### config.mk
export PLATFORM = sky130hd
export DESIGN_NAME = multicart_prg_bank_mapper
export DESIGN_NICKNAME = d
export VERILOG_FILES = /design/src/rtl/mcpbm_pkg.sv /design/src/rtl/mcpbm_mod_unit.sv /design/src/rtl/multicart_prg_bank_mapper.sv
export SDC_FILE = /design/constraint.sdc
export NUM_CORES = 1
export LEC_CHECK = 0
export ABC_AREA = 1
export CORE_ASPECT_RATIO = 1.25
export CORE_MARGIN = 8
export CORE_UTILIZATION = 30
export DETAILED_ROUTE_END_ITERATION = 8
export DONT_BUFFER_PORTS = 1
export PLACE_DENSITY = 0.45
export SETUP_SLACK_MARGIN = 0.02
export SLEW_MARGIN = 20
export SYNTH_ARGS = -nofsm -noshare
export SYNTH_HDL_FRONTEND = slang
export SYNTH_SLANG_ARGS = --single-unit
### constraint.sdc
create_clock -name clk -period 3.19 [get_ports clk]
set_clock_uncertainty 0.05 [all_clocks]
set_input_delay 0.1595 -clock clk [delete_from_list [all_inputs] [get_ports clk]]
set_output_delay 0.1595 -clock clk [all_outputs]
set_load 0.05 [all_outputs]
### src/rtl/mcpbm_pkg.sv
// Shared types and constants for the multicart program bank mapper.
// No dependencies; used by every module of the block by scoped names.
package mcpbm_pkg;

	localparam int unsigned AddrW     = 16;
	localparam int unsigned MappedW   = 20;
	localparam int unsigned BankW     = 6;
	localparam int unsigned CountW    = 7;
	localparam int unsigned CmdW      = 9;
	localparam int unsigned LatchW    = 3;
	localparam int unsigned WinOffW   = 14;
	localparam int unsigned PatOffW   = 13;
	localparam int unsigned PaddrW    = 3;
	localparam int unsigned PdataW    = 32;
	localparam int unsigned StepCntW  = 3;

	localparam logic [1:0] MODE_CPU_RD = 2'd0;
	localparam logic [1:0] MODE_CPU_WR = 2'd1;
	localparam logic [1:0] MODE_PPU_RD = 2'd2;
	localparam logic [1:0] MODE_PPU_WR = 2'd3;

	localparam logic REG_PRG_BANK_COUNT = 1'b0;
	localparam logic REG_CHR_IS_RAM     = 1'b1;

	localparam logic [CountW-1:0] PRG_COUNT_RST = 7'd8;
	localparam logic              CHR_RAM_RST   = 1'b1;

	localparam logic [LatchW-1:0] BANK_PAIR_MASK = 3'h6;
	localparam logic [LatchW-1:0] BANK_ODD       = 3'h1;
	localparam logic [LatchW-1:0] BANK_TOP       = 3'h7;

	localparam logic [StepCntW-1:0] MOD_STEPS = 3'd6;

	typedef struct packed {
		logic [1:0]       mode;
		logic [AddrW-1:0] address;
		logic [7:0]       write_data;
	} in_t;

	typedef struct packed {
		logic               hit;
		logic [MappedW-1:0] mapped_address;
		logic               mirror_horizontal;
	} out_t;

	typedef struct packed {
		logic              start;
		logic [BankW-1:0]  dividend;
		logic [CountW-1:0] divisor;
	} mod_req_t;

	typedef struct packed {
		logic             done;
		logic [BankW-1:0] remainder;
	} mod_rsp_t;

endpackage

### src/rtl/mcpbm_mod_unit.sv
// Shared restoring remainder unit: one quotient bit per cycle.
// Depends on mcpbm_pkg for widths and request/response structs.
module mcpbm_mod_unit (
	input  logic                clk,
	input  logic                arst_n,
	input  mcpbm_pkg::mod_req_t req,
	output mcpbm_pkg::mod_rsp_t rsp
);

	logic [mcpbm_pkg::CountW-1:0]   rem_q;
	logic [mcpbm_pkg::BankW-1:0]    dvd_q;
	logic [mcpbm_pkg::CountW-1:0]   dvs_q;
	logic [mcpbm_pkg::StepCntW-1:0] cnt_q;
	logic                           busy_q;
	logic                           done_q;
	logic [mcpbm_pkg::CountW:0]     trial;
	logic [mcpbm_pkg::CountW:0]     diff;
	logic                           ge;

	assign trial = {rem_q, dvd_q[mcpbm_pkg::BankW-1]};
	assign ge    = trial >= {1'b0, dvs_q};
	assign diff  = trial - {1'b0, dvs_q};

	always_ff @(posedge clk or negedge arst_n) begin
		if (!arst_n) begin
			busy_q <= 1'b0;
			done_q <= 1'b0;
			cnt_q  <= '0;
		end else begin
			done_q <= 1'b0;
			if (req.start) begin
				busy_q <= 1'b1;
				cnt_q  <= mcpbm_pkg::MOD_STEPS;
			end else if (busy_q) begin
				cnt_q <= cnt_q - 1'b1;
				if (cnt_q == 3'd1) begin
					busy_q <= 1'b0;
					done_q <= 1'b1;
				end
			end
		end
	end

	always_ff @(posedge clk) begin
		if (req.start) begin
			rem_q <= '0;
			dvd_q <= req.dividend;
			dvs_q <= req.divisor;
		end else if (busy_q) begin
			rem_q <= ge ? diff[mcpbm_pkg::CountW-1:0] : trial[mcpbm_pkg::CountW-1:0];
			dvd_q <= {dvd_q[mcpbm_pkg::BankW-2:0], 1'b0};
		end
	end

	assign rsp.done      = done_q;
	assign rsp.remainder = rem_q[mcpbm_pkg::BankW-1:0];

endmodule

### src/rtl/multicart_prg_bank_mapper.sv
// Multicart program bank mapper top level: latches, bank sequencer, translation.
// Depends on mcpbm_pkg and mcpbm_mod_unit.
// Registered output, valid the cycle after acceptance; reads take one request per cycle
// while the output register drains and no recompute runs. A latch or bank count write
// recomputes both window banks on the shared remainder unit (6 steps each), again on a
// new count. Reset: latches and window banks clear, bank count 8, pattern memory RAM.
module multicart_prg_bank_mapper (
	input  logic                               clk,
	input  logic                               arst_n,
	input  logic                               in_valid,
	output logic                               in_ready,
	input  mcpbm_pkg::in_t                     in_data,
	output logic                               out_valid,
	input  logic                               out_ready,
	output mcpbm_pkg::out_t                    out_data,
	input  logic                               psel,
	input  logic                               penable,
	input  logic                               pwrite,
	input  logic [mcpbm_pkg::PaddrW-1:0]       paddr,
	input  logic [mcpbm_pkg::PdataW-1:0]       pwdata,
	output logic [mcpbm_pkg::PdataW-1:0]       prdata,
	output logic                               pready
);

	localparam logic [1:0] ST_IDLE     = 2'd0;
	localparam logic [1:0] ST_START_LO = 2'd1;
	localparam logic [1:0] ST_WAIT_LO  = 2'd2;
	localparam logic [1:0] ST_WAIT_HI  = 2'd3;

	logic [1:0]                      state_q;
	logic [mcpbm_pkg::CountW-1:0]    count_q;
	logic                            chr_ram_q;
	logic [mcpbm_pkg::CmdW-1:0]      cmd_q;
	logic [mcpbm_pkg::LatchW-1:0]    bank_q;
	logic [mcpbm_pkg::BankW-1:0]     low_q;
	logic [mcpbm_pkg::BankW-1:0]     high_q;
	logic                            out_valid_q;
	logic                            redo_q;
	mcpbm_pkg::out_t                 out_q;

	logic                            cfg_wr;
	logic                            cnt_wr;
	logic                            in_acc;
	logic                            cpu_wr_hi;
	logic                            cpu_wr_lo;
	logic                            recompute;
	logic [mcpbm_pkg::BankW-1:0]     base;
	logic [mcpbm_pkg::BankW-1:0]     lo_raw;
	logic [mcpbm_pkg::BankW-1:0]     hi_raw;
	logic [mcpbm_pkg::LatchW-1:0]    lo_sub;
	logic [mcpbm_pkg::LatchW-1:0]    hi_sub;
	mcpbm_pkg::mod_req_t             mod_req;
	mcpbm_pkg::mod_rsp_t             mod_rsp;
	mcpbm_pkg::out_t                 res;
	logic [mcpbm_pkg::AddrW-1:0]     a;

	assign pready   = 1'b1;
	assign cfg_wr   = psel & penable & pwrite & pready;
	assign cnt_wr   = cfg_wr && (paddr[2] == mcpbm_pkg::REG_PRG_BANK_COUNT);
	assign prdata   = (paddr[2] == mcpbm_pkg::REG_CHR_IS_RAM)
		? {{(mcpbm_pkg::PdataW-1){1'b0}}, chr_ram_q}
		: {{(mcpbm_pkg::PdataW-mcpbm_pkg::CountW){1'b0}}, count_q};

	assign in_ready  = (state_q == ST_IDLE) && !redo_q && (!out_valid_q || out_ready);
	assign in_acc    = in_valid & in_ready;
	assign a         = in_data.address;
	assign cpu_wr_hi = (in_data.mode == mcpbm_pkg::MODE_CPU_WR) && a[15] && a[14];
	assign cpu_wr_lo = (in_data.mode == mcpbm_pkg::MODE_CPU_WR) && a[15] && !a[14];
	assign recompute = (in_acc && (cpu_wr_hi || cpu_wr_lo)) || cnt_wr;

	// window bank candidates before the modulo
	always_comb begin
		base = cmd_q[7:2];
		if (!cmd_q[1]) begin
			lo_sub = bank_q;
			hi_sub = bank_q;
		end else if (cmd_q[8]) begin
			lo_sub = bank_q;
			hi_sub = mcpbm_pkg::BANK_TOP;
		end else begin
			lo_sub = bank_q & mcpbm_pkg::BANK_PAIR_MASK;
			hi_sub = (bank_q & mcpbm_pkg::BANK_PAIR_MASK) | mcpbm_pkg::BANK_ODD;
		end
		lo_raw = base | {3'b000, lo_sub};
		hi_raw = base | {3'b000, hi_sub};
	end

	always_comb begin
		mod_req.divisor  = count_q;
		mod_req.dividend = (state_q == ST_START_LO) ? lo_raw : hi_raw;
		mod_req.start    = ((state_q == ST_START_LO) && (count_q != '0))
			|| ((state_q == ST_WAIT_LO) && mod_rsp.done);
	end

	mcpbm_mod_unit u_mod (
		.clk    (clk),
		.arst_n (arst_n),
		.req    (mod_req),
		.rsp    (mod_rsp)
	);

	// address translation of one request
	always_comb begin
		res.hit               = 1'b0;
		res.mapped_address    = '0;
		res.mirror_horizontal = cpu_wr_lo ? a[0] : cmd_q[0];
		unique case (in_data.mode)
			mcpbm_pkg::MODE_CPU_RD: begin
				if (a[15]) begin
					res.hit            = 1'b1;
					res.mapped_address = {(a[14] ? high_q : low_q), a[mcpbm_pkg::WinOffW-1:0]};
				end
			end
			mcpbm_pkg::MODE_PPU_RD: begin
				if (a[15:13] == 3'b000) begin
					res.hit            = 1'b1;
					res.mapped_address = {7'd0, a[mcpbm_pkg::PatOffW-1:0]};
				end
			end
			mcpbm_pkg::MODE_PPU_WR: begin
				if (a[15:13] == 3'b000 && chr_ram_q) begin
					res.hit            = 1'b1;
					res.mapped_address = {7'd0, a[mcpbm_pkg::PatOffW-1:0]};
				end
			end
			default: begin
			end
		endcase
	end

	always_ff @(posedge clk or negedge arst_n) begin
		if (!arst_n) begin
			state_q     <= ST_IDLE;
			count_q     <= mcpbm_pkg::PRG_COUNT_RST;
			chr_ram_q   <= mcpbm_pkg::CHR_RAM_RST;
			cmd_q       <= '0;
			bank_q      <= '0;
			low_q       <= '0;
			high_q      <= '0;
			out_valid_q <= 1'b0;
			redo_q      <= 1'b0;
		end else begin
			if (cfg_wr) begin
				if (paddr[2] == mcpbm_pkg::REG_PRG_BANK_COUNT) begin
					count_q <= pwdata[mcpbm_pkg::CountW-1:0];
				end else begin
					chr_ram_q <= pwdata[0];
				end
			end
			if (in_acc) begin
				out_valid_q <= 1'b1;
				if (cpu_wr_hi) begin
					bank_q <= a[mcpbm_pkg::LatchW-1:0];
				end
				if (cpu_wr_lo) begin
					cmd_q <= a[mcpbm_pkg::CmdW-1:0];
				end
			end else if (out_ready) begin
				out_valid_q <= 1'b0;
			end
			// count changed mid-recompute: run it again before taking requests
			if (state_q != ST_IDLE && cnt_wr) begin
				redo_q <= 1'b1;
			end
			unique case (state_q)
				ST_IDLE: begin
					if (recompute || redo_q) begin
						state_q <= ST_START_LO;
						redo_q  <= 1'b0;
					end
				end
				ST_START_LO: begin
					if (count_q == '0) begin
						low_q   <= '0;
						high_q  <= '0;
						state_q <= ST_IDLE;
					end else begin
						state_q <= ST_WAIT_LO;
					end
				end
				ST_WAIT_LO: begin
					if (mod_rsp.done) begin
						low_q   <= mod_rsp.remainder;
						state_q <= ST_WAIT_HI;
					end
				end
				ST_WAIT_HI: begin
					if (mod_rsp.done) begin
						high_q  <= mod_rsp.remainder;
						state_q <= ST_IDLE;
					end
				end
				default: begin
					state_q <= ST_IDLE;
				end
			endcase
		end
	end

	always_ff @(posedge clk) begin
		if (in_acc) begin
			out_q <= res;
		end
	end

	assign out_valid = out_valid_q;
	assign out_data  = out_q;

endmodule
; After elaboration in Yosys (flattened, before gate mapping)
; Cells that the tools add are included.
[classes]
add_sub_neg = 2
n_lt_le_gt_ge = 1
n_eq_ne = 11
mux = 37
n_bitwise = 6
n_reduce_logical = 36
[op_table]
columns = op, count
row1 = two-way mux 21 bit, 3
row2 = case mux 21 bit (3 select lines), 1
row3 = two-way mux 6 bit, 6
row4 = case mux 6 bit (2 select lines), 2
row5 = two-way mux 1 bit, 14
row6 = two-way mux 7 bit, 2
row7 = two-way mux 3 bit, 4
row8 = bitwise OR 6 x 3 -> 6 bit, 2
row9 = logical AND 1 bit, 11
row10 = nonzero test 2 bit, 5
row11 = AND reduction 3 bit, 3
row12 = equality test 2 bit (second input constant), 4
row13 = greater-or-equal comparator 8 x 7 -> 1 bit, 1
row14 = two-way mux 2 bit, 4
row15 = inequality test 2 x 1 -> 1 bit (second input constant), 4
row16 = case mux 2 bit (4 select lines), 1
row17 = AND reduction 2 bit, 4
row18 = logical NOT 7 bit, 1
row19 = nonzero test 7 bit, 1
row20 = subtractor 7 bit, 1
row21 = logical OR 1 bit, 5
row22 = equality test 2 x 1 -> 1 bit (second input constant), 2
row23 = logical NOT 2 bit, 2
row24 = AND 1 bit, 3
row25 = 5 further kinds, 7
[totals]
ff_bits = 83
in_bits = 68
output_inout_bits = 57
word_cells = 111

; Depth between registers and ports, before layout
; Gate-level depths: netlist (run 1).
[depth]
word_depth = 9
mapped_depth = 13
ltp_nobuf = 13

; Modules after synthesis
; From an unflattened synthesis (run 1), not the netlist that was laid out.
[unflattened]
hier_cells = 479
area_unflattened_um2 = 4235.3
[modules_own_cells]
columns = mod, n_inst, cells_per_inst, area_each_um2, seq_area_each_um2
row1 = multicart_prg_bank_mapper, 1, 309, 2793.9, 1564.0
row2 = mcpbm_mod_unit, 1, 170, 1441.4, 655.6

; Least setup slack after synthesis (run 1)
; OpenSTA, ideal clock, no wires.
[synth_path]
path_kind = register -> register
from = register out_valid_q (netlist: out_valid)
to = register out_q, in the netlist out_data[0], enable pin
setup_time_ps = 377
t_arrival_ps = 1821
required_time_ps = 2763
path_slack_ps = 943
stages_incl_launch_ff = 6
n_path_buf = 0
synth_period_minus_slack_ps = 2247
path_cell_list = dfrtp_1 inv_1 nor2_1 nor3_4 nand2_2 inv_1
[synth_via]
elab_chain_cells = 4
[synth_rtl]
columns = item, line
row1 = start: declaration, multicart_prg_bank_mapper.sv:37  ; logic out_valid_q;
row2 = start signal: assignment, multicart_prg_bank_mapper.sv:140  ; out_valid_q <= 1'b0;
row3 = start signal: assignment, multicart_prg_bank_mapper.sv:151  ; out_valid_q <= 1'b1;
row4 = start signal: assignment, multicart_prg_bank_mapper.sv:159  ; out_valid_q <= 1'b0;
row5 = logical NOT 1 bit, multicart_prg_bank_mapper.sv:64  ; assign in_ready = (state_q == ST_IDLE) && !redo_q && (!out_valid_q || out_ready);
row6 = logical OR 1 bit, multicart_prg_bank_mapper.sv:64
row7 = logical AND 1 bit, multicart_prg_bank_mapper.sv:64
row8 = net in_ready, multicart_prg_bank_mapper.sv:11  ; output logic in_ready,
row9 = AND 1 bit, multicart_prg_bank_mapper.sv:65  ; assign in_acc = in_valid & in_ready;
row10 = net in_acc, multicart_prg_bank_mapper.sv:43  ; logic in_acc;
row11 = end signal: assignment, multicart_prg_bank_mapper.sv:202  ; out_q <= res;
row12 = end: declaration, multicart_prg_bank_mapper.sv:39  ; mcpbm_pkg::out_t out_q;
; The timed path passes the listed nets, and every way through them passes these cells.
; A chain may end at the register's enable or synchronous reset.

; Worst setup path in the final report (run 1)
[layout_path]
from = register u_mod.dvd_q[5] (netlist bit)
to = register u_mod.rem_q[5] (netlist bit)
[layout_via]
elab_chain_cells = 2
elab_cells_between_ends = 3
classes_between = add/sub (1) / order compare (1) / mux (1)
[layout_rtl]
columns = item, line
row1 = start: declaration, mcpbm_mod_unit.sv:11  ; logic [mcpbm_pkg::BankW-1:0] dvd_q;
row2 = start signal: assignment, mcpbm_mod_unit.sv:47  ; dvd_q <= req.dividend;
row3 = start signal: assignment, mcpbm_mod_unit.sv:51  ; dvd_q <= {dvd_q[mcpbm_pkg::BankW-2:0], 1'b0};
row4 = subtractor 7 bit or greater-or-equal comparator 8 x 7 -> 1 bit (tied branches), "mcpbm_mod_unit.sv:22, mcpbm_mod_unit.sv:21"
row5 = two-way mux 7 bit *, mcpbm_mod_unit.sv:50  ; rem_q <= ge ? diff[mcpbm_pkg::CountW-1:0] : trial[mcpbm_pkg::CountW-1:0];
row6 = end signal: assignment, mcpbm_mod_unit.sv:50
row7 = end: declaration, mcpbm_mod_unit.sv:10  ; logic [mcpbm_pkg::CountW-1:0] rem_q;
; Every way passes the cells marked *; elsewhere a longest branch is shown, timed or not.

==> impl_metrics.py, run 1 <==
metrics = {
    "pwr": {
        "finalPower_w": 0.004385,
        "leakage_nw": 2.221,
        "power_density_nw_per_um2": 923.1,
        "peakVddDrop_uv": 322.1,
    },
    "clocking": {
        "cts_root_buffer": "clkbuf_16",
        "h-tree-depth": 3,
        "cts.reportedPaths.clkPinSlew_ps": 60,
        "cts_made_buffers": 9,
        "numClockSinks": 83,
        "cts_tree": "built",
        "insertion_delay_ps": 330,
        "cts.path.max_buffers": 2,
        "cts_resized": 0,
    },
    "synth": {
        "synth_flop_cell": "dfrtp_1",
        "ys.warnings.count": 0,
        "ys_seq_area_frac": 0.5435,
        "async_reset_ff_frac": 0.4940,
        "syn-cell-area_um2": 4084,
        "syn-instance-count": 448,
        "yosys.area.top_type": "edfxtp_1",
        "ys_top_cells_by_area": "edfxtp_1 (26%), dfrtp_1 (24%), nand2_1 (9.5%), inv_1 (5.1%), buf_4 (5.0%)",
        "ys_ff_latch": 83,
        "synth_cell_types": 40,
        "synth_top_area_share": 0.2574,
        "synth_area_per_cell_um2": 9.116,
        "synth_edf_count": 35,
    },
    "grt": {
        "grtUsageTotal": 0.1082,
        "grt-ovfl-total": 0,
        "antenna_found_initial": 0,
        "first_global_vias": 3019,
        "grt_start_max_net_pins": 42,
        "grt_pass1_wl_um": 15100,
    },
    "routing": {
        "vias_per_cell": 4.339,
        "drt_iter0_drc": 168,
        "drt-wirelength-per-cell_um": 13.77,
        "via_count": 2838,
        "drc_errors": 0,
        "drtPass1Iterations": 4,
        "ant_nets": 0,
        "wirelength_um": 9003,
    },
    "layout": {
        "multi_input_area_um2": 1495,
        "nFillCells": 1398,
        "seqCellArea_um2": 2220,
        "post_route_cells_drive_above_1_share": 0.09110,
        "synthToLayoutAreaGrowth_pct": 16.33,
        "finalCoreUtilization": 0.3575,
        "num_antenna_cells": 0,
        "nNetsFinal": 556,
    },
    "die": {
        "io_pins": 125,
        "initial_core_util": 0.3073,
        "die_h_um": 146.4,
        "dieArea_um2": 17630,
        "rows": 47,
        "die_w_um": 120.4,
        "fp.coreArea_um2": 13290,
    },
    "setup_path": {
        "start_kind": "flip-flop",
        "required_ps": 3420,
        "cp_common_cell": "nand2_1",
        "critPathMaxFanout": 8,
        "critPathTopFamily": "simple AND/OR/NAND/NOR gates",
        "crit_chain": "inv_1 -> ha_1 -> inv_1 -> fa_1 -> nand2_1 -> nand2_1 -> nand2_1 -> nand2_1 -> nand2_1 -> nand2_1 -> nand3_1 -> nand3_1 -> nand2_1",
        "crit_type": "flip-flop to flip-flop",
        "cp.arrival_ps": 2420,
        "crit_buf_inv": 2,
        "cpPeakStageDelay_ps": 400,
        "slowest_stage": "fa_1",
        "cp-end-kind": "flip-flop",
    },
    "timing": {
        "tightestPinTransition_ps": 959.9,
        "finalHoldViolCount": 0,
        "fin_hold_ws_ps": 43.37,
        "setup_slack_ps": 997.9,
        "slew_viol_final": 0,
        "slew_headroom": 0.3558,
        "fmax_mhz": 456.2,
        "setup_viol": 0,
        "setup_tns_ps": 0,
        "finalCritPeriodShare": 0.6872,
        "post-route-min-period_ps": 2192,
        "rsz0062_at_grt": "false",
    },
    "placed_design": {
        "pre_cts_ws_ps": 992.8,
        "hpwlAfterDp_um": 6577,
        "portBuffers": 0,
        "gp_congestion": 0.7911,
    },
    "flow_run": {
        "maxCapViolations": 0,
    },
    "run_status": {
        "status": "finished clean",
    },
    "hold_path": {
        "min_path_type": "primary input to flip-flop",
    },
}
[layout make-up]
cell class / count / area share
repair buffers: 29 / 0.06373
inverters: 58 / 0.04609
multi-input cells: 297 / 0.3147
clock buffers: 14 / 0.05557
well taps: 171 / 0.04504
clock inverters: 2 / 0.007638
flip-flops and latches: 83 / 0.4672
[worst paths after layout]
| path | startpoint | endpoint | slack, ps | depth (start not counted) |
|---|---|---|---|---|
| max | u_mod.dvd_q[5] | u_mod.rem_q[5] | 1000 | 13 |
| min | in_data[22] | out_data[17] | 40 | 2 |
| max reg2reg | u_mod.dvd_q[5] | u_mod.rem_q[5] | 1000 | 13 |
| min reg2reg | count_q[2] | u_mod.dvs_q[2] | 400 | 0 |
| max in group asynchronous | arst_n | chr_ram_q | 2500 | 2 |
| min in group asynchronous | arst_n | redo_q | 320 | 2 |
[state kept, by name, indices dropped and copies added (netlist names), named ones only]
| register | count |
|---|---|
| count_q | 7 |
| u_mod.dvs_q | 7 |
| high_q | 6 |
| u_mod.cnt_q | 3 |
| out_data | 22 |
| cmd_q | 9 |
| out_valid | 1 |
| u_mod.dvd_q | 6 |
| state_q | 1 |
| redo_q | 1 |
| bank_q | 3 |
| u_mod.busy_q | 1 |
| u_mod.rem_q | 7 |
| u_mod.done_q | 1 |
| low_q | 6 |
| chr_ram_q | 1 |
[layout by cell type (no fill, tap or decap), drive strengths merged, types with 6 or more instances in the layout]
master,synthesis,layout
a21oi,17,17
clkbuf,3,14
conb,2,26
dfrtp,39,39
dfxtp,7,7
dlygate4sd3,0,26
edfxtp,35,35
ha,9,9
inv,57,58
nand2,109,109
nand3,38,38
nand3b,6,6
nor2,47,47
o21ai,26,26
[synthesized netlist by cell type (3+ instances only)]
cell type / number
nor3_1: 3
dfrtp_1: 39
o21ai_1: 3
ha_1: 9
clkbuf_1: 3
o21ai_0: 13
o21ai_2: 9
buf_4: 27
nand2_1: 103
nand2_2: 4
buf_2: 3
nand4_1: 3
nor2_1: 42
a21oi_1: 17
inv_1: 56
nand3b_1: 6
nor2_2: 3
nand3_1: 37
dfxtp_1: 7
edfxtp_1: 35
[through the flow]
stage,area (µm²),instances
2_1_floorplan,4174,472
3_3_place_gp,4163,611
3_5_place_dp,4163,611
4_1_cts,4751,654
5_1_grt,4751,654
6_report,4751,654
[per-layer routing]
| layer | up-vias | track usage | part of all wire |
|---|---|---|---|
| li1 | 1454 | - | - |
| met1 | 1324 | 0.1155 | 0.41 |
| met2 | 46 | 0.1957 | 0.54 |
| met3 | 14 | 0.02546 | 0.030 |
| met4 | 0 | 0.05009 | 0.022 |
| met5 | - | 0 | 0 |
[timing repair]
action | CTS | global route
hold buffers | 27 | 0
buffers inserted | 0 | 0
hold endpoints to repair | 65 | 0
[power breakdown]
part           switching (W)  internal [W]
clock network       0.000396      0.000651
registers           0.000383       0.00149
logic               0.000947      0.000515
[cell families after synthesis]
group,after synthesis,synth area share
other cells,2,0.001839
fa+ha+maj,10,0.03248
buf+inv,92,0.1124
flops,83,0.5435
compound gates,48,0.07261
simple gates,210,0.2307
xor+xnor,3,0.006435
Note: power is estimated with default switching activity, not from simulation.
==> run 2: changes to the inputs <==
==> constraint.sdc (replaced) <==
create_clock -name clk -period 2.1 [get_ports clk]
set_clock_uncertainty 0.05 [all_clocks]
set_input_delay 0.105 -clock clk [delete_from_list [all_inputs] [get_ports clk]]
set_output_delay 0.105 -clock clk [all_outputs]
set_load 0.05 [all_outputs]
==> run 2 against run 1 <==
Design area increased by 2.4%. Sequential cell count unchanged. Global-route usage increased by 0.31 points. Wire length increased by 3.1%. Count of clock-buffer cells in the layout decreased by 1. Sequential power increased by 49%. Setup slack got worse by 780 ps. Hold slack got worse by 26 ps. Non-clock buffer count increased by 15. Clock power increased by 44%.
==> impl_metrics.py, run 2 (synthesis gave the netlist of run 1 again) <==
metrics = {
    "setup_path": {
        "cp.arrival_ps": 2060,
        "r2r_setup_slack_ps": 220,
        "cp_common_cell": "nand2_1",
        "crit_type": "flip-flop to flip-flop",
        "crit_buf_inv": 3,
        "cp-end-kind": "flip-flop",
        "required_ps": 2280,
        "cpPeakStageDelay_ps": 360,
        "start_kind": "flip-flop",
        "critPathMaxFanout": 7,
        "critPathTopFamily": "simple AND/OR/NAND/NOR gates",
        "crit_chain": "inv_1 -> ha_1 -> inv_1 -> fa_2 -> nand2_1 -> nand2_1 -> nand2_1 -> nand2_1 -> nand2_2 -> buf_6 -> nand3b_1 -> nand3_1 -> nand2_1",
        "slowest_stage": "fa_2",
    },
    "timing": {
        "finalHoldViolCount": 0,
        "setup_tns_ps": 0,
        "slew_headroom": 0.6399,
        "post-route-min-period_ps": 1884,
        "fmax_mhz": 530.8,
        "tightestPinTransition_ps": 538.9,
        "rsz0062_at_grt": "false",
        "setup_viol": 0,
        "finalCritPeriodShare": 0.8971,
        "slew_viol_final": 0,
    },
    "layout": {
        "largest_reg_flops": 22,
        "nNetsFinal": 571,
        "fin_area_um2": 4863,
        "num_antenna_cells": 0,
        "layout_common_cells": "nand2_1 (101), inv_1 (55), nor2_1 (42), dfrtp_1 (39), nand3_1 (37)",
        "final_common_cell": "nand2_1",
        "post_route_cells_drive_above_1_share": 0.1265,
        "synthToLayoutAreaGrowth_pct": 19.09,
    },
    "pwr": {
        "seqPwrFrac": 0.418,
        "finalPower_w": 0.006731,
        "switching_share": 0.4008,
        "intPower_w": 0.004033,
        "power_frac_comb": 0.358,
        "power_density_nw_per_um2": 1384,
        "leakage_nw": 2.277,
        "switchingPower_w": 0.002698,
        "peakVddDrop_uv": 447.3,
        "clkPwrFrac": 0.224,
    },
    "clocking": {
        "h-tree-depth": 3,
        "numClockSinks": 83,
        "cts_tree": "built",
        "cts_setup_buffers": 0,
        "cts_made_buffers": 9,
        "cts.path.max_buffers": 2,
        "insertion_delay_ps": 340,
        "cts.reportedPaths.clkPinSlew_ps": 60,
        "cts_root_buffer": "clkbuf_16",
    },
    "hold_path": {
        "min_path_type": "primary input to flip-flop",
    },
    "grt": {
        "grtUsageTotal": 0.1112,
        "grt_start_max_net_pins": 42,
        "antenna_found_initial": 0,
        "grt_pass1_wl_um": 15610,
        "first_global_vias": 3195,
        "grt-ovfl-total": 0,
    },
    "die": {
        "fp.coreArea_um2": 13290,
        "io_pins": 125,
        "die_w_um": 120.4,
        "rows": 47,
        "initial_core_util": 0.3073,
        "dieArea_um2": 17630,
        "die_h_um": 146.4,
    },
    "routing": {
        "vias_per_cell": 4.422,
        "drtPass1Iterations": 4,
        "wirelength_um": 9285,
        "drt_iter0_drc": 124,
        "via_count": 2958,
        "drc_errors": 0,
        "drt-wirelength-per-cell_um": 13.88,
        "ant_nets": 0,
    },
    "placed_design": {
        "gp_congestion": 0.8098,
        "portBuffers": 0,
        "place_area_um2": 4272,
        "hpwlAfterDp_um": 6763,
    },
    "run_status": {
        "status": "finished clean",
    },
    "flow_run": {
        "maxCapViolations": 0,
    },
}
[run 2: cell types whose count changed in the layout (fill, tap and decap cells not counted), sizes merged]
cell / delta
clkbuf: -1
clkinvlp: +1
buf: +14
inv: -1
dlygate4sd3: +1
clkinv: +2
bufinv: -1
[run 2: power by group through the flow]
stage               Combinational [W]  Clock [W]  Sequential, W
detailed placement            0.00233          0        0.00286
global placement              0.00230          0        0.00285
floorplan                     0.00185          0        0.00277
global route                  0.00275    0.00162        0.00288
finish                        0.00241    0.00151        0.00281
CTS                           0.00242    0.00156        0.00283
[run 2: routing by layer]
metal,wire (µm),GRT usage,vias to the layer above
met4,250,0.05322,0
met3,378,0.03395,13
met2,4949,0.1997,49
met1,3707,0.1147,1411
li1,-,-,1485
met5,0,0,-
[run 2: final timing paths]
path / to / cells after the start / start
max in group asynchronous: chr_ram_q / 2 / arst_n
min reg2reg: u_mod.dvs_q[2] / 0 / count_q[2]
min: out_data[0] / 2 / in_data[22]
min in group asynchronous: low_q[0] / 2 / arst_n
max reg2reg: u_mod.rem_q[5] / 13 / u_mod.dvd_q[5]
max: u_mod.rem_q[5] / 13 / u_mod.dvd_q[5]
[run 2: worst register-to-register path, delay by kind of cell (launching register included)]
family,cells,cell delay (ps)
buf+inv,3,280
fa+ha+maj,2,500
simple gates,8,600
flops,1,350
[run 2: timing repair]
item,in CTS,in global routing
setup endpoints to repair,0,7
hold endpoints to repair,82,0
hold buffers,28,0
resized for setup,0,4
[run 2: layout make-up]
class                   instances  area (µm²)
fillers                      1416        8427
flip-flops and latches         83        2220
well taps                     171       214.0
repair buffers                 44       421.7
inverters                      58       222.7
multi-input cells             297        1503
clock inverters                 3       22.52
clock buffers                  13       260.3
[run 2: through the flow]
step | setup slack (ps) | hold WS (ps) | util | instances
2_1_floorplan | 40.44 | -240.6 | - | 472
3_3_place_gp | 163.2 | -236.7 | 0.3214 | 625
3_5_place_dp | 172.1 | -236.7 | 0.3214 | 625
4_1_cts | 149.7 | 6.959 | 0.3651 | 669
5_1_grt | 22.09 | 22.80 | 0.3659 | 669
6_report | 216.0 | 17.50 | 0.3659 | 669
==> run 3: changes to the inputs <==
==> constraint.sdc (replaced) <==
create_clock -name clk -period 1.78 [get_ports clk]
set_clock_uncertainty 0.05 [all_clocks]
set_input_delay 0.089 -clock clk [delete_from_list [all_inputs] [get_ports clk]]
set_output_delay 0.089 -clock clk [all_outputs]
set_load 0.05 [all_outputs]
==> run 3 against run 2 <==
Total power is 31% higher. Register-to-register slack got worse by 210 ps. Via count increased by 3.6%. Sequential cell count stayed put. Design area increased by 7.7%. Sequential power grew 17%. Count of clock-buffer cells in the layout is 3 lower. Hold slack improved by 5.8 ps. First-iteration DRC count increased by 19%. Final cell count grew 4.8%. Critical path type unchanged. Critical endpoint is now u_mod.rem_q[4]. Largest power group is now combinational logic.
==> impl_metrics.py, run 3 (synthesis gave the netlist of run 1 again) <==
metrics = {
    "setup_path": {
        "cpPeakStageDelay_ps": 370,
        "cp-end-kind": "flip-flop",
        "crit_chain": "inv_2 -> ha_4 -> inv_2 -> fa_2 -> nand2_2 -> nand2_2 -> nand2_2 -> buf_4 -> xor2_2 -> nand2_2 -> nand3_2 -> nand2_1",
        "r2r_setup_slack_ps": 8,
        "cp.arrival_ps": 1960,
        "cp_num_cells": 12,
        "slowest_stage": "edfxtp_1",
        "crit_buf_inv": 3,
        "crit_type": "flip-flop to flip-flop",
        "required_ps": 1960,
        "crit_path_end": "u_mod.rem_q[4]",
        "timing.rr.start": "u_mod.dvd_q[5]",
        "r2r_end": "u_mod.rem_q[4]",
        "reg2reg_depth": 12,
        "critPathMaxFanout": 2,
        "start_kind": "flip-flop",
        "critPathTopFamily": "adder cells",
        "cp_common_cell": "nand2_2",
        "critPathLaunch": "u_mod.dvd_q[5]",
    },
    "die": {
        "initial_core_util": 0.3073,
        "dieArea_um2": 17630,
        "rows": 47,
        "fp.coreArea_um2": 13290,
        "io_pins": 125,
        "die_w_um": 120.4,
        "die_h_um": 146.4,
    },
    "clocking": {
        "insertion_delay_ps": 340,
        "numClockSinks": 83,
        "cts_made_buffers": 9,
        "cts.path.max_buffers": 2,
        "cts_tree": "built",
        "h-tree-depth": 3,
        "cts.reportedPaths.clkPinSlew_ps": 60,
        "cts_root_buffer": "clkbuf_16",
    },
    "timing": {
        "fmax_mhz": 564.2,
        "finalHoldViolCount": 0,
        "setup_viol": 0,
        "setup_tns_ps": 0,
        "finalCritPeriodShare": 0.9958,
        "fin_hold_ws_ps": 23.31,
        "post-route-min-period_ps": 1772,
        "slew_viol_final": 0,
        "rsz0062_at_grt": "true",
    },
    "layout": {
        "num_antenna_cells": 0,
        "nNetsFinal": 603,
        "synthToLayoutAreaGrowth_pct": 28.28,
        "final_common_cell": "nand2_1",
        "largest_reg_flops": 22,
        "layout_common_cells": "nand2_1 (94), inv_1 (52), buf_4 (45), nor2_1 (41), dfrtp_1 (38)",
        "post_route_cells_drive_above_1_share": 0.2132,
    },
    "grt": {
        "use_met3": 0.02623,
        "busiest_layer": "met2",
        "grt_start_max_net_pins": 42,
        "grt_use_met2": 0.2081,
        "grtUsageTotal": 0.1141,
        "grt_pass1_wl_um": 15830,
        "antenna_found_initial": 0,
        "first_global_vias": 3241,
        "grt-ovfl-total": 0,
        "grt_use_met1": 0.1175,
    },
    "routing": {
        "drc_errors": 0,
        "drt-wirelength-per-cell_um": 13.81,
        "vias_per_cell": 4.372,
        "wirelength_um": 9678,
        "drtPass1Iterations": 4,
        "drt_iter0_drc": 147,
        "ant_nets": 0,
        "via_count": 3065,
    },
    "placed_design": {
        "portBuffers": 0,
        "hpwlAfterDp_um": 7149,
        "gp_congestion": 0.7836,
    },
    "pwr": {
        "leakage_nw": 2.452,
        "peakVddDrop_uv": 572.8,
        "power_density_nw_per_um2": 1681,
    },
    "run_status": {
        "status": "finished clean",
    },
    "hold_path": {
        "min_path_type": "primary input to flip-flop",
    },
    "flow_run": {
        "maxCapViolations": 0,
    },
}
==> run 3: power breakdown <==
part           switching, W  internal, W  leakage (nW)
combinational       0.00206      0.00145          1.38
clock              0.000777      0.00123         0.153
sequential         0.000606      0.00268         0.916
total               0.00345      0.00536          2.45
==> run 3: how the worst min path moves through the flow <==
stage	startpoint	endpoint	cells past startpoint
6_report	in_data[22]	out_data[21]	3
3_5_place_dp	arst_n	out_valid	0
5_1_grt	in_data[22]	out_data[21]	3
4_1_cts	in_data[22]	out_data[21]	3
2_1_floorplan	arst_n	asynchronous set/reset pin	0
3_3_place_gp	arst_n	count_q[0]	0
==> run 3: through the flow <==
step	instance area [µm²]	total power (W)	std cells	setup slack, ps	util
after floorplan	4194	0.005487	472	-210.7	-
after CTS	5155	0.008749	699	-5.951	0.3879
after global routing	5239	0.009426	701	-121.3	0.3942
final	5239	0.008808	701	7.560	0.3942
after detailed placement	4511	0.006567	653	-85.77	0.3394
after global placement	4511	0.006512	653	-57.99	0.3394
==> run 3: layout make-up <==
| class | count | area (µm²) |
|---|---|---|
| Fill cell | 1368 | 8051 |
| Sequential cell | 83 | 2221 |
| Multi-Input combinational cell | 297 | 1587 |
| Timing Repair Buffer | 76 | 675.6 |
| Clock buffer | 10 | 229.0 |
| Inverter | 58 | 222.7 |
| Tap cell | 171 | 214.0 |
| Clock inverter | 6 | 90.09 |
==> run 3: what timing repair did <==
action,in CTS,in global routing
pin swaps,0,7
gates cloned,0,0
hold buffers,30,0
endpoints found under the setup margin,7,15
setup buffers,0,2
gates resized for setup,2,17
endpoints found under the hold margin,84,0
==> run 3: layer usage <==
metal  part of all wire  up-vias
met5                  0        -
met4              0.026        0
met3              0.034       11
met2               0.55       57
met1               0.39     1446
li1                   -     1551
==> run 3: worst register-to-register path, stage by stage, from the launching register on <==
cell and delay [ps]:
edfxtp_1 370, inv_2 80, ha_4 120, inv_2 40, fa_2 370, nand2_2 70, nand2_2 60, nand2_2 70
buf_4 120, xor2_2 140, nand2_2 70, nand3_2 60, nand2_1 50
